<file path="src/design/iso_datetime_to_utc_assert.svh">
// Assertion macros for the ISO datetime to UTC converter.
`ifndef ISO_DATETIME_TO_UTC_ASSERT_SVH
`define ISO_DATETIME_TO_UTC_ASSERT_SVH

`ifndef NO_ASSERTIONS
// same-cycle implication
`define DTU_ASSERT_IMP(label, clk, rst, ante, cons) \
   label: assert property (@(posedge clk) disable iff (rst) (ante) |-> (cons)) \
      else $error("dtu: same-cycle implication failed");
// next-cycle implication
`define DTU_ASSERT_NXT(label, clk, rst, ante, cons) \
   label: assert property (@(posedge clk) disable iff (rst) (ante) |=> (cons)) \
      else $error("dtu: next-cycle implication failed");
`else
`define DTU_ASSERT_IMP(label, clk, rst, ante, cons)
`define DTU_ASSERT_NXT(label, clk, rst, ante, cons)
`endif

`endif

</file>
<file path="src/design/dtu_pkg.sv">
// Types, constants and calendar helpers shared by the datetime to UTC converter.
package dtu_pkg;

   typedef enum logic [1:0] {
      KIND_INVALID  = 2'd0,
      KIND_DATE     = 2'd1,
      KIND_DATETIME = 2'd2
   } kind_type;

   typedef enum logic [1:0] {
      SHIFT_NONE = 2'd0,
      SHIFT_BACK = 2'd1,
      SHIFT_FWD  = 2'd2
   } shift_type;

   localparam int unsigned IN_DATA_W  = 80;
   localparam int unsigned OUT_DATA_W = 56;

   localparam logic [13:0] YEAR_MAX   = 14'd9999;
   localparam logic [6:0]  MONTH_MAX  = 7'd12;
   localparam logic [6:0]  HOUR_MAX   = 7'd23;
   localparam logic [6:0]  MINUTE_MAX = 7'd59;
   localparam logic [9:0]  MILLIS_MAX = 10'd999;
   localparam logic [3:0]  MONTH_JAN  = 4'd1;
   localparam logic [3:0]  MONTH_FEB  = 4'd2;
   localparam logic [3:0]  MONTH_DEC  = 4'd12;
   localparam logic [4:0]  DEC_LEN    = 5'd31;

   localparam logic signed [12:0] DAY_MINUTES = 13'sd1440;

   // floor(x/25) = (x*RECIP25) >> 19 for x < 43690
   localparam logic [14:0] RECIP25       = 15'd20972;
   localparam int unsigned RECIP25_SHIFT = 19;
   // floor(x/60) = (x*RECIP60) >> 16 for x < 1489
   localparam logic [10:0] RECIP60       = 11'd1093;
   localparam int unsigned RECIP60_SHIFT = 16;

   // req_tdata layout, lowest field last
   typedef struct packed {
      logic [5:0]  pad;
      logic [6:0]  zone_minutes;
      logic [6:0]  zone_hours;
      logic        zone_negative;
      logic [9:0]  millis;
      logic [6:0]  second;
      logic [6:0]  minute;
      logic [6:0]  hour;
      logic [6:0]  day;
      logic [6:0]  month;
      logic [13:0] year;
   } in_type;

   // rsp_tdata layout, lowest field last
   typedef struct packed {
      logic [4:0]         pad;
      logic [9:0]         millis;
      logic [5:0]         second;
      logic [5:0]         minute;
      logic [4:0]         hour;
      logic [4:0]         day;
      logic [3:0]         month;
      logic signed [14:0] year;
   } out_type;

   // classified item handed from front to back
   typedef struct packed {
      kind_type          kind;
      logic [13:0]       year;
      logic [3:0]        month;
      logic [4:0]        day;
      logic [4:0]        cur_len;
      logic [4:0]        prev_len;
      logic signed [12:0] minutes;
      shift_type         shift;
      logic [5:0]        second;
      logic [9:0]        millis;
   } work_type;

   typedef struct packed {
      logic full;
      logic empty;
   } queue_status_type;

   function automatic logic [4:0] month_len(input logic [3:0] m, input logic leap);
      logic [4:0] len;
      unique case (m) inside
         4'd2:                   len = leap ? 5'd29 : 5'd28;
         4'd4, 4'd6, 4'd9, 4'd11: len = 5'd30;
         default:                len = 5'd31;
      endcase
      return len;
   endfunction

endpackage

</file>
<file path="src/design/dtu_front.sv">
// Front end: validates the split datetime and computes the shifted minute of day.
module dtu_front
   import dtu_pkg::*;
(
   input  in_type   item,
   input  logic     has_time,
   output work_type entry
);

   logic [28:0]        prod25;
   logic [9:0]         q25;
   logic [13:0]        q25_x25;
   logic               div4;
   logic               div16;
   logic               div25;
   logic               leap;
   logic [3:0]         mon;
   logic [4:0]         cur_len;
   logic [4:0]         prev_len;
   logic               date_ok;
   logic               time_ok;
   logic [4:0]         hr;
   logic [4:0]         zhr;
   logic [5:0]         mn;
   logic [5:0]         zmn;
   logic [10:0]        local_min;
   logic [10:0]        zone_min;
   logic signed [12:0] t;

   always_comb begin
      // year % 25 by reciprocal multiply and back-multiply check
      prod25  = 29'(item.year) * 29'(RECIP25);
      q25     = prod25[RECIP25_SHIFT +: 10];
      q25_x25 = (14'(q25) << 4) + (14'(q25) << 3) + 14'(q25);
      div25   = (q25_x25 == item.year);
      div4    = (item.year[1:0] == 2'b00);
      div16   = (item.year[3:0] == 4'b0000);
      // div4 && !div100 || div400
      leap    = div4 && (!div25 || div16);

      mon      = item.month[3:0];
      cur_len  = month_len(mon, leap);
      prev_len = (mon == MONTH_JAN) ? DEC_LEN : month_len(mon - 4'd1, leap);

      date_ok = (item.year <= YEAR_MAX) && (item.month != 7'd0) &&
                (item.month <= MONTH_MAX) && (item.day != 7'd0) &&
                (item.day <= 7'(cur_len));
      time_ok = (item.hour <= HOUR_MAX) && (item.minute <= MINUTE_MAX) &&
                (item.second <= MINUTE_MAX) && (item.millis <= MILLIS_MAX) &&
                (item.zone_hours <= HOUR_MAX) && (item.zone_minutes <= MINUTE_MAX);

      hr  = item.hour[4:0];
      mn  = item.minute[5:0];
      zhr = item.zone_hours[4:0];
      zmn = item.zone_minutes[5:0];
      local_min = (11'(hr) << 6) - (11'(hr) << 2) + 11'(mn);
      zone_min  = (11'(zhr) << 6) - (11'(zhr) << 2) + 11'(zmn);
      // UTC = local - signed offset
      if (item.zone_negative) begin
         t = $signed({2'b00, local_min}) + $signed({2'b00, zone_min});
      end else begin
         t = $signed({2'b00, local_min}) - $signed({2'b00, zone_min});
      end

      entry.kind     = KIND_INVALID;
      entry.year     = item.year;
      entry.month    = mon;
      entry.day      = item.day[4:0];
      entry.cur_len  = cur_len;
      entry.prev_len = prev_len;
      entry.minutes  = '0;
      entry.shift    = SHIFT_NONE;
      entry.second   = '0;
      entry.millis   = '0;

      if (date_ok && !has_time) begin
         entry.kind = KIND_DATE;
      end else if (date_ok && time_ok) begin
         entry.kind    = KIND_DATETIME;
         entry.minutes = t;
         entry.second  = item.second[5:0];
         entry.millis  = item.millis;
         if (t < 13'sd0) begin
            entry.shift = SHIFT_BACK;
         end else if (t >= DAY_MINUTES) begin
            entry.shift = SHIFT_FWD;
         end
      end
   end

endmodule

</file>
<file path="src/design/dtu_queue.sv">
// Small FIFO decoupling the classify front end from the rollover back end.
module dtu_queue
   import dtu_pkg::*;
#(
   parameter int unsigned DEPTH = 4
)(
   input  logic             clock,
   input  logic             reset,
   input  logic             push,
   input  work_type         wr_data,
   input  logic             pop,
   output work_type         rd_data,
   output queue_status_type status
);

   localparam int unsigned AW = $clog2(DEPTH);
   localparam int unsigned CW = $clog2(DEPTH + 1);

   work_type        mem_ff [DEPTH];
   logic [AW-1:0]   wr_ptr_ff;
   logic [AW-1:0]   wr_ptr_in;
   logic [AW-1:0]   rd_ptr_ff;
   logic [AW-1:0]   rd_ptr_in;
   logic [CW-1:0]   count_ff;
   logic [CW-1:0]   count_in;

   always_comb begin
      wr_ptr_in = wr_ptr_ff;
      rd_ptr_in = rd_ptr_ff;
      count_in  = count_ff;
      if (push) begin
         wr_ptr_in = (wr_ptr_ff == AW'(DEPTH - 1)) ? '0 : wr_ptr_ff + AW'(1);
      end
      if (pop) begin
         rd_ptr_in = (rd_ptr_ff == AW'(DEPTH - 1)) ? '0 : rd_ptr_ff + AW'(1);
      end
      if (push && !pop) begin
         count_in = count_ff + CW'(1);
      end else if (pop && !push) begin
         count_in = count_ff - CW'(1);
      end
   end

   always_ff @(posedge clock) begin
      if (reset) begin
         wr_ptr_ff <= '0;
         rd_ptr_ff <= '0;
         count_ff  <= '0;
      end else begin
         wr_ptr_ff <= wr_ptr_in;
         rd_ptr_ff <= rd_ptr_in;
         count_ff  <= count_in;
      end
   end

   always_ff @(posedge clock) begin
      if (push) begin
         mem_ff[wr_ptr_ff] <= wr_data;
      end
   end

   assign rd_data      = mem_ff[rd_ptr_ff];
   assign status.full  = (count_ff == CW'(DEPTH));
   assign status.empty = (count_ff == '0);

endmodule

</file>
<file path="src/design/dtu_back.sv">
// Back end: day rollover, hour/minute split and the registered result stage.
module dtu_back
   import dtu_pkg::*;
(
   input  logic     clock,
   input  logic     reset,
   input  work_type entry,
   input  logic     entry_valid,
   output logic     entry_pop,
   output logic     out_valid,
   input  logic     out_ready,
   output out_type  out_item,
   output kind_type out_kind
);

   logic signed [12:0] t_wide;
   logic [10:0]        t_day;
   logic [21:0]        prod60;
   logic [4:0]         hr;
   logic [10:0]        mn_wide;
   logic signed [14:0] ys;
   logic [3:0]         mo;
   logic [4:0]         dy;
   out_type            item_in;
   out_type            item_ff;
   kind_type           kind_ff;
   logic               valid_ff;
   logic               valid_in;

   always_comb begin
      case (entry.shift)
         SHIFT_BACK: t_wide = entry.minutes + DAY_MINUTES;
         SHIFT_FWD:  t_wide = entry.minutes - DAY_MINUTES;
         default:    t_wide = entry.minutes;
      endcase
      t_day   = t_wide[10:0];
      // minute of day / 60 by reciprocal multiply
      prod60  = 22'(t_day) * 22'(RECIP60);
      hr      = prod60[RECIP60_SHIFT +: 5];
      mn_wide = t_day - ((11'(hr) << 6) - (11'(hr) << 2));

      ys = $signed({1'b0, entry.year});
      mo = entry.month;
      dy = entry.day;
      case (entry.shift)
         SHIFT_BACK: begin
            if (entry.day == 5'd1) begin
               if (entry.month == MONTH_JAN) begin
                  mo = MONTH_DEC;
                  dy = DEC_LEN;
                  ys = ys - 15'sd1;
               end else begin
                  mo = entry.month - 4'd1;
                  dy = entry.prev_len;
               end
            end else begin
               dy = entry.day - 5'd1;
            end
         end
         SHIFT_FWD: begin
            if (entry.day == entry.cur_len) begin
               dy = 5'd1;
               if (entry.month == MONTH_DEC) begin
                  mo = MONTH_JAN;
                  ys = ys + 15'sd1;
               end else begin
                  mo = entry.month + 4'd1;
               end
            end else begin
               dy = entry.day + 5'd1;
            end
         end
         default: ;
      endcase

      item_in = '0;
      if (entry.kind != KIND_INVALID) begin
         item_in.year   = ys;
         item_in.month  = mo;
         item_in.day    = dy;
         item_in.second = entry.second;
         item_in.millis = entry.millis;
         if (entry.kind == KIND_DATETIME) begin
            item_in.hour   = hr;
            item_in.minute = mn_wide[5:0];
         end
      end
   end

   // load when the result register is free or being drained this cycle
   assign entry_pop = entry_valid && (!valid_ff || out_ready);

   always_comb begin
      valid_in = valid_ff;
      if (entry_pop) begin
         valid_in = 1'b1;
      end else if (out_ready) begin
         valid_in = 1'b0;
      end
   end

   always_ff @(posedge clock) begin
      if (reset) begin
         valid_ff <= 1'b0;
      end else begin
         valid_ff <= valid_in;
      end
   end

   always_ff @(posedge clock) begin
      if (entry_pop) begin
         item_ff <= item_in;
         kind_ff <= entry.kind;
      end
   end

   assign out_valid = valid_ff;
   assign out_item  = item_ff;
   assign out_kind  = kind_ff;

endmodule

</file>
<file path="src/design/iso_datetime_to_utc.sv">
// Top level of the ISO-8601 datetime with zone offset to UTC converter.
//
//  channel | dir | handshake             | payload
//  --------+-----+-----------------------+--------------------------------------------------
//  req     | in  | req_tvalid/req_tready | tdata: local datetime and offset, tuser: has_time
//  rsp     | out | rsp_tvalid/rsp_tready | tdata: UTC fields, tuser: kind
//
//  One transfer in per cycle, one result per item. The front classifies in the accept
//  cycle and writes the queue; the back does rollover from the queue head into the
//  result register, which drives rsp_tvalid.
//  Sustained rate is one item per clock while rsp_tready stays high.
//  reset (synchronous) empties the queue and drops rsp_tvalid; no other state.
//  A stall on rsp fills the QUEUE_DEPTH-entry queue, after which req_tready drops.
`include "iso_datetime_to_utc_assert.svh"

module iso_datetime_to_utc
   import dtu_pkg::*;
#(
   parameter int unsigned QUEUE_DEPTH = 4
)(
   input  logic                  clock,
   input  logic                  reset,
   input  logic                  req_tvalid,
   output logic                  req_tready,
   // year[13:0] month[20:14] day[27:21] hour[34:28] minute[41:35] second[48:42]
   // millis[58:49] zone_negative[59] zone_hours[66:60] zone_minutes[73:67], zero pad
   input  logic [IN_DATA_W-1:0]  req_tdata,
   // has_time[0]
   input  logic                  req_tuser,
   output logic                  rsp_tvalid,
   input  logic                  rsp_tready,
   // utc_year[14:0] utc_month[18:15] utc_day[23:19] utc_hour[28:24]
   // utc_minute[34:29] utc_second[40:35] utc_millis[50:41], zero pad
   output logic [OUT_DATA_W-1:0] rsp_tdata,
   // kind[1:0]: 0 invalid, 1 date only, 2 datetime
   output logic [1:0]            rsp_tuser
);

   in_type           req_item;
   work_type         front_entry;
   work_type         queue_head;
   queue_status_type q_status;
   logic             push;
   logic             pop;
   out_type          rsp_item;
   kind_type         rsp_kind;

   assign req_item   = in_type'(req_tdata);
   assign req_tready = !q_status.full;
   assign push       = req_tvalid && req_tready;

   // classify: calendar, time and offset checks, signed minute of day
   dtu_front u_front (
      .item     (req_item),
      .has_time (req_tuser),
      .entry    (front_entry)
   );

   dtu_queue #(
      .DEPTH (QUEUE_DEPTH)
   ) u_queue (
      .clock   (clock),
      .reset   (reset),
      .push    (push),
      .wr_data (front_entry),
      .pop     (pop),
      .rd_data (queue_head),
      .status  (q_status)
   );

   // execute: day/month/year rollover, hour and minute split
   dtu_back u_back (
      .clock       (clock),
      .reset       (reset),
      .entry       (queue_head),
      .entry_valid (!q_status.empty),
      .entry_pop   (pop),
      .out_valid   (rsp_tvalid),
      .out_ready   (rsp_tready),
      .out_item    (rsp_item),
      .out_kind    (rsp_kind)
   );

   assign rsp_tdata = rsp_item;
   assign rsp_tuser = rsp_kind;

   // an invalid item carries an all-zero payload
   `DTU_ASSERT_IMP(a_invalid_zero, clock, reset,
      rsp_tvalid && (rsp_kind == KIND_INVALID), rsp_item == '0)
   // date-only results have no time of day
   `DTU_ASSERT_IMP(a_date_no_time, clock, reset,
      rsp_tvalid && (rsp_kind == KIND_DATE),
      (rsp_item.hour == '0) && (rsp_item.minute == '0) &&
      (rsp_item.second == '0) && (rsp_item.millis == '0))
   // valid results keep a legal month and a nonzero day after rollover
   `DTU_ASSERT_IMP(a_month_range, clock, reset,
      rsp_tvalid && (rsp_kind != KIND_INVALID),
      (rsp_item.month != '0) && (rsp_item.month <= MONTH_DEC) && (rsp_item.day != '0))
   // a transfer into an empty queue is visible to the back end next cycle
   `DTU_ASSERT_NXT(a_queue_fill, clock, reset,
      push && q_status.empty, !q_status.empty)

endmodule
</file>
<file path="config.mk">
export PLATFORM = sky130hd
export DESIGN_NAME = iso_datetime_to_utc
export DESIGN_NICKNAME = d
export VERILOG_FILES = /design/src/design/dtu_pkg.sv /design/src/design/dtu_front.sv /design/src/design/dtu_queue.sv /design/src/design/dtu_back.sv /design/src/design/iso_datetime_to_utc.sv
export VERILOG_INCLUDE_DIRS = /design/src /design/src/design
export SDC_FILE = /design/constraint.sdc
export NUM_CORES = 1
export LEC_CHECK = 0
export BUFFER_PORTS_ARGS = -buffer_cell sky130_fd_sc_hd__buf_2
export CAP_MARGIN = 40
export CORE_MARGIN = 2
export CORE_UTILIZATION = 45
export CTS_CLUSTER_SIZE = 40
export DETAILED_ROUTE_END_ITERATION = 7
export GPL_ROUTABILITY_DRIVEN = 0
export GPL_TIMING_DRIVEN = 0
export PLACE_DENSITY = 0.68
export SETUP_SLACK_MARGIN = 0.1
export SLEW_MARGIN = 20
export SYNTH_ARGS = -nofsm -noshare
export SYNTH_HDL_FRONTEND = slang
export SYNTH_SLANG_ARGS = --single-unit
</file>
<file path="constraint.sdc">
create_clock -name clock -period 24.4 [get_ports clock]
set_input_delay 1.22 -clock clock [delete_from_list [all_inputs] [get_ports clock]]
set_output_delay 1.22 -clock clock [all_outputs]
set_load 0.05 [all_outputs]
</file>
**Word-level counts from Yosys, hierarchy flattened**

Memories as Yosys holds them, arrays and structs flattened. A register that Yosys moved wholly into a read port is not among the register bits.
Index checks and enable logic that the tools add are counted.
Widths: inputs -> output; s select.

- Register bits: 61
- Bits in latches: 0
- RAM bits: 252
- Bits in read-only memories: 0
- Word-level logic and storage cells: 143
- Memories: 1

- $add $sub $neg: 23
- $mul: 2
- Div/mod/pow operators: 0
- $lt $le $gt $ge: 11
- Equality and inequality tests: 22
- Shift operators: 0
- Mux-type cells: 36
- Bitwise gates (word level): 0
- Reduce and logical (&&, ||, !) cells: 36

Memory list:

| memory | words | bits a word | rd ports | clocked after Yosys merged registers in | write ports | RTL line | RTL |
|---|---|---|---|---|---|---|---|
| u_queue.mem_ff | 4 | 63 | 1 | 1 | 1 | dtu_queue.sv:19 | `work_type mem_ff [DEPTH];` |

Operators by type and width:

| kind | count |
|---|---|
| $mux 31 | 2 |
| $mux 15 | 4 |
| $pmux 15 s2 | 1 |
| $mul 14x13->27 const B | 1 |
| $add 11x6->11 | 2 |
| $pmux 11 s2 | 1 |
| $sub 11x7->11 | 2 |
| $le 7x6->1 const B | 3 |
| $mul 11x11->21 const B | 1 |
| $eq 4x4->1 const B | 5 |
| $mux 5 | 4 |
| $pmux 5 s2 | 2 |
| $eq 4x3->1 const B | 4 |
| $logic_and 1x1->1 | 16 |
| $mux 2 | 8 |
| $mux 4 | 4 |
| $add 14x1->15 const B | 1 |
| $sub 14x1->15 const B | 1 |
| $add 14x10->14 | 1 |
| $add 14x13->14 | 1 |
| $eq 14x14->1 | 1 |
| $le 14x14->1 const B | 1 |
| $le 7x5->1 const B | 2 |
| $reduce_bool 7->1 | 2 |
| other kinds (38) | 60 |

**Depth between registers and ports, before layout**

- Depth after elaboration: 14
- Depth in mapped cells: 42
- Mapped depth without buffers: 42

**By module**

From an unflattened synthesis, not the netlist that was laid out.

- Cell total of the unflattened synthesis: 1704
- Area, all modules: 21523.1 um^2

By module, submodules not included:

| module | times used | cells each | area an instance (um^2) | sequential area each (um^2) |
|---|---|---|---|---|
| dtu_queue | 1 | 388 | 9958.3 | 8107.8 |
| dtu_front | 1 | 776 | 6501.2 | 0.0 |
| dtu_back | 1 | 537 | 5049.8 | 1611.5 |
| iso_datetime_to_utc | 1 | 3 | 13.8 | 0.0 |

**Worst setup path before layout**

No wires, ideal clock.

- Path type: input port to flip-flop
- Start point: in req_tdata[9]
- End point: mem u_queue.mem_ff[0][17] (netlist bit) (data pin)
- Setup time: 0.226 ns
- Arrival: 9.413 ns
- Data required time: 24.174 ns
- Setup slack: 14.760 ns
- Stages on the path: 38
- Cells stage by stage: fa_1 > ha_1 > inv_1 > fa_1 > inv_1 > fa_1 > inv_1 > fa_1 > inv_1 > ha_1 > a21o_1 > a21o_1 > a211oi_1 > a31oi_1 > a211o_1 > a31o_2 > a21o_1 > xor2_1 > (+2 left out) > ha_1 > or2_2 > o22ai_1 > a211o_1 > a21boi_0 > or3_1 > a2111o_1 > nor4_1 > a31oi_1 > ha_1 > a21oi_1 > nand4b_1 > a21oi_1 > nand2_1 > inv_1 > and2_1 > nand2_1 > o32ai_1

RTL lines:

| what | RTL line | RTL |
|---|---|---|
| from (decl) | iso_datetime_to_utc.sv:27 | `input logic [IN_DATA_W-1:0] req_tdata,` |
| to (decl) | dtu_queue.sv:19 |  |

==> reports/metrics.cfg <==
[grt]
track_usage_pct = 19.8
grt_pass1_vias = 13100
grt_overflow = 0
grt_max_degree = 34
antenna_found_initial = 0
grt_pass1_wl_mm = 70.0

[hold_path]
whs_path_depth = 2
hold_path.class = reg2reg

[cts]
cts.clk_slew.worst_paths_ps = 60
htreeDepth = 1
cts_root_buf = clkbuf_16
cts_buffer_depth = 3
ctsHoldBuffers = 0
cts_resized = 0
clk_latency_ps = 560
tritoncts = built
cts_buffers = 30
cts_setup_buffers = 0
cts.sinks = 295

[finish]
area.growth.synth_to_final_pct = 13.3
finish.utilization_pct = 51.7
insertedDiodeCount = 0
fin_nets = 2150
final_layout_size_suffix_gt1_share_pct = 16.1
stdcell_area_um2 = 22300

[setup_path]
worstPathArrival_ps = 12370
worstPathMaxFanout = 11
r2r_cells = 31
cp_slowest_stage_delay_ps = 690
cp_data_required_time_ps = 24700
critPathSlowestCell = nor4_1
crit_top_cell = inv_1
cp.depth = 41
critPathLaunchType = primary input
crit_family = adder cells
worst_setup_path_end_kind = flop
path_class = in2reg
path_buf_inv = 10

[timing]
finalHoldViolCount = 0
finalSetupViolCount = 0
fin_crit_sh_pct = 49.4
drv_slew = 0
fmax_ghz = 0.0829
slew_headroom_pct = 45.7
period_needed_ps = 12060
rsz0062_at_grt = no
skew_ps = 22.0
max_slew.worst_pin.slew_ps = 808
setup_tns_ps = 0

[synthesis]
async_reset_ff_share_pct = 0
synth_edf_count = 285
synthCells = 1574
synth_top_flop_cell = edfxtp_1
synth_warnings = 0
synth_top_area_share_pct = 43.5
synth_seq_cells = 295
yosys-top-cells-area = edfxtp_1 43%, ha_1 15%, fa_1 8.2%, mux4_2 6.6%, inv_1 3.6%
syn_area_per_cell_um2 = 12.5
yosysTopAreaCell = edfxtp_1
netlist_area_um2 = 19700
synthDistinctLibCells = 81
ys_seq_area_share_pct = 44.5

[detailed_routing]
wl_per_cell_um = 18.7
viasPerCell = 5.46
drc = 0
drt_pass1_iterations = 5
postRouteAntennaNets = 0
drt_wl_total_mm = 44.1
first_iter_violations = 896
num_vias = 12900

[floorplanning]
boundaryPins = 145
die_area_um2 = 45500
core_um2 = 43200
rows = 76
fp.dieH_um = 213
die_x_um = 213
initial_core_util_pct = 45.6

[place]
port_buffers = 132
dpl-instance-area_um2 = 21300
hpwl_mm = 33.6

[flow_run]
cap_violations = 0

[status]
status = complete, no violations

[final timing paths]
check	slack [ps]	start	to
worst min register to register	510	u_back.out_valid	u_back.out_valid
worst max-delay path	12340	req_tdata[13]	u_queue.mem_ff[0][17]
worst min-delay path	510	u_back.out_valid	u_back.out_valid
worst max register to register	14740	flop	u_back.out_item[34]
[worst reg2reg max path, delay by kind of cell, from the launching register on]
family | cells | cell delay [ps]
fa+ha+maj | 7 | 2330
simple gates | 2 | 220
buf+inv | 8 | 2870
flops | 1 | 400
xor+xnor | 4 | 820
mux | 1 | 400
compound gates | 9 | 2380
[metrics by stage]
| stage | worst slack, ps | instances | hold WS, ps |
|---|---|---|---|
| after floorplan | 14760 | 1578 | 472 |
| after detailed placement | 11790 | 2304 | 500 |
| after global routing | 11840 | 2361 | 525 |
| after global placement | 11970 | 2295 | 454 |
| after CTS | 12360 | 2360 | 509 |
| final | 12340 | 2361 | 505 |
[routing by layer]
layer,track usage [%],share of wire (%),up-vias
met3,2.22,4.4,66
met5,0,0,-
li1,-,-,6087
met2,34.5,49,349
met4,5.48,2.7,0
met1,26.2,44,6392
[cells by family (layout without fill, tap and decap cells)]
logic type	Yosys count	count (layout)	synth area share [%]
and+or+nand+nor	348	348	9.04
adders and majority gates	313	313	23.0
DFF	295	295	44.5
buffers and inverters	247	445	5.06
AOI/OAI and AO/OA	223	223	7.52
xor gates and xnor gates	74	74	3.47
muxes	73	73	7.46
other	1	5	0.0190
[synthesized netlist by cell type, drive strengths merged (3+ instances only)]
library cell,instances
edfxtp,285
dfxtp,10
inv,187
ha,232
a32oi,3
mux4,58
xnor2,46
or2,5
o22ai,6
a31oi,20
o21a,14
nor3,39
nor4,14
buf,21
a221oi,5
a21oi,53
a22oi,5
a211oi,12
nand2b,8
mux2,7
o211ai,8
o2111ai,3
and3,13
a21boi,3
o21ai,39
nand3,24
fa,81
nor4b,3
o31ai,6
xor2,26
a211o,3
a21o,14
nor2,99
mux2i,8
and2,25
nand2,57
clkbuf,38
nor2b,31
or3,5
nand4,13
[flip-flops by register name, indices dropped and copies added, names as in the netlist, named ones only]
signal	cells
u_queue.count_ff	3
u_queue.rd_ptr_ff	2
u_back.out_item	51
u_back.out_valid	1
u_queue.mem_ff	232
u_back.out_kind	2
u_queue.wr_ptr_ff	2
[layout by cell type, fill, tap and decap left out, types with 13 or more instances in the layout]
master / count
nor3_1: 38
nor2_1: 99
o21ai_0: 39
ha_1: 232
nand3_1: 23
buf_2: 140
nand4_1: 13
nor2b_1: 31
inv_1: 187
xor2_1: 25
a21oi_1: 52
xnor2_1: 46
fa_1: 81
a31oi_1: 20
and2_1: 25
a21o_1: 14
clkbuf_1: 43
clkbuf_16: 30
mux4_2: 58
o21a_1: 14
nand2_1: 57
nor4_1: 13
edfxtp_1: 285
[final cells by class]
cell class	count	area [µm²]
Clock buffer	35	769
Multi-Input combinational cell	1036	9990
Timing Repair Buffer	142	835
Sequential cell	295	8760
Clock inverter	21	239
Buffer	59	290
Fill cell	3767	20900
Tap cell	585	732
Inverter	188	706
Power is left out: the tool's default activity adds up to more than one toggle a clock period on the data nets, which glitch-free logic cannot reach.
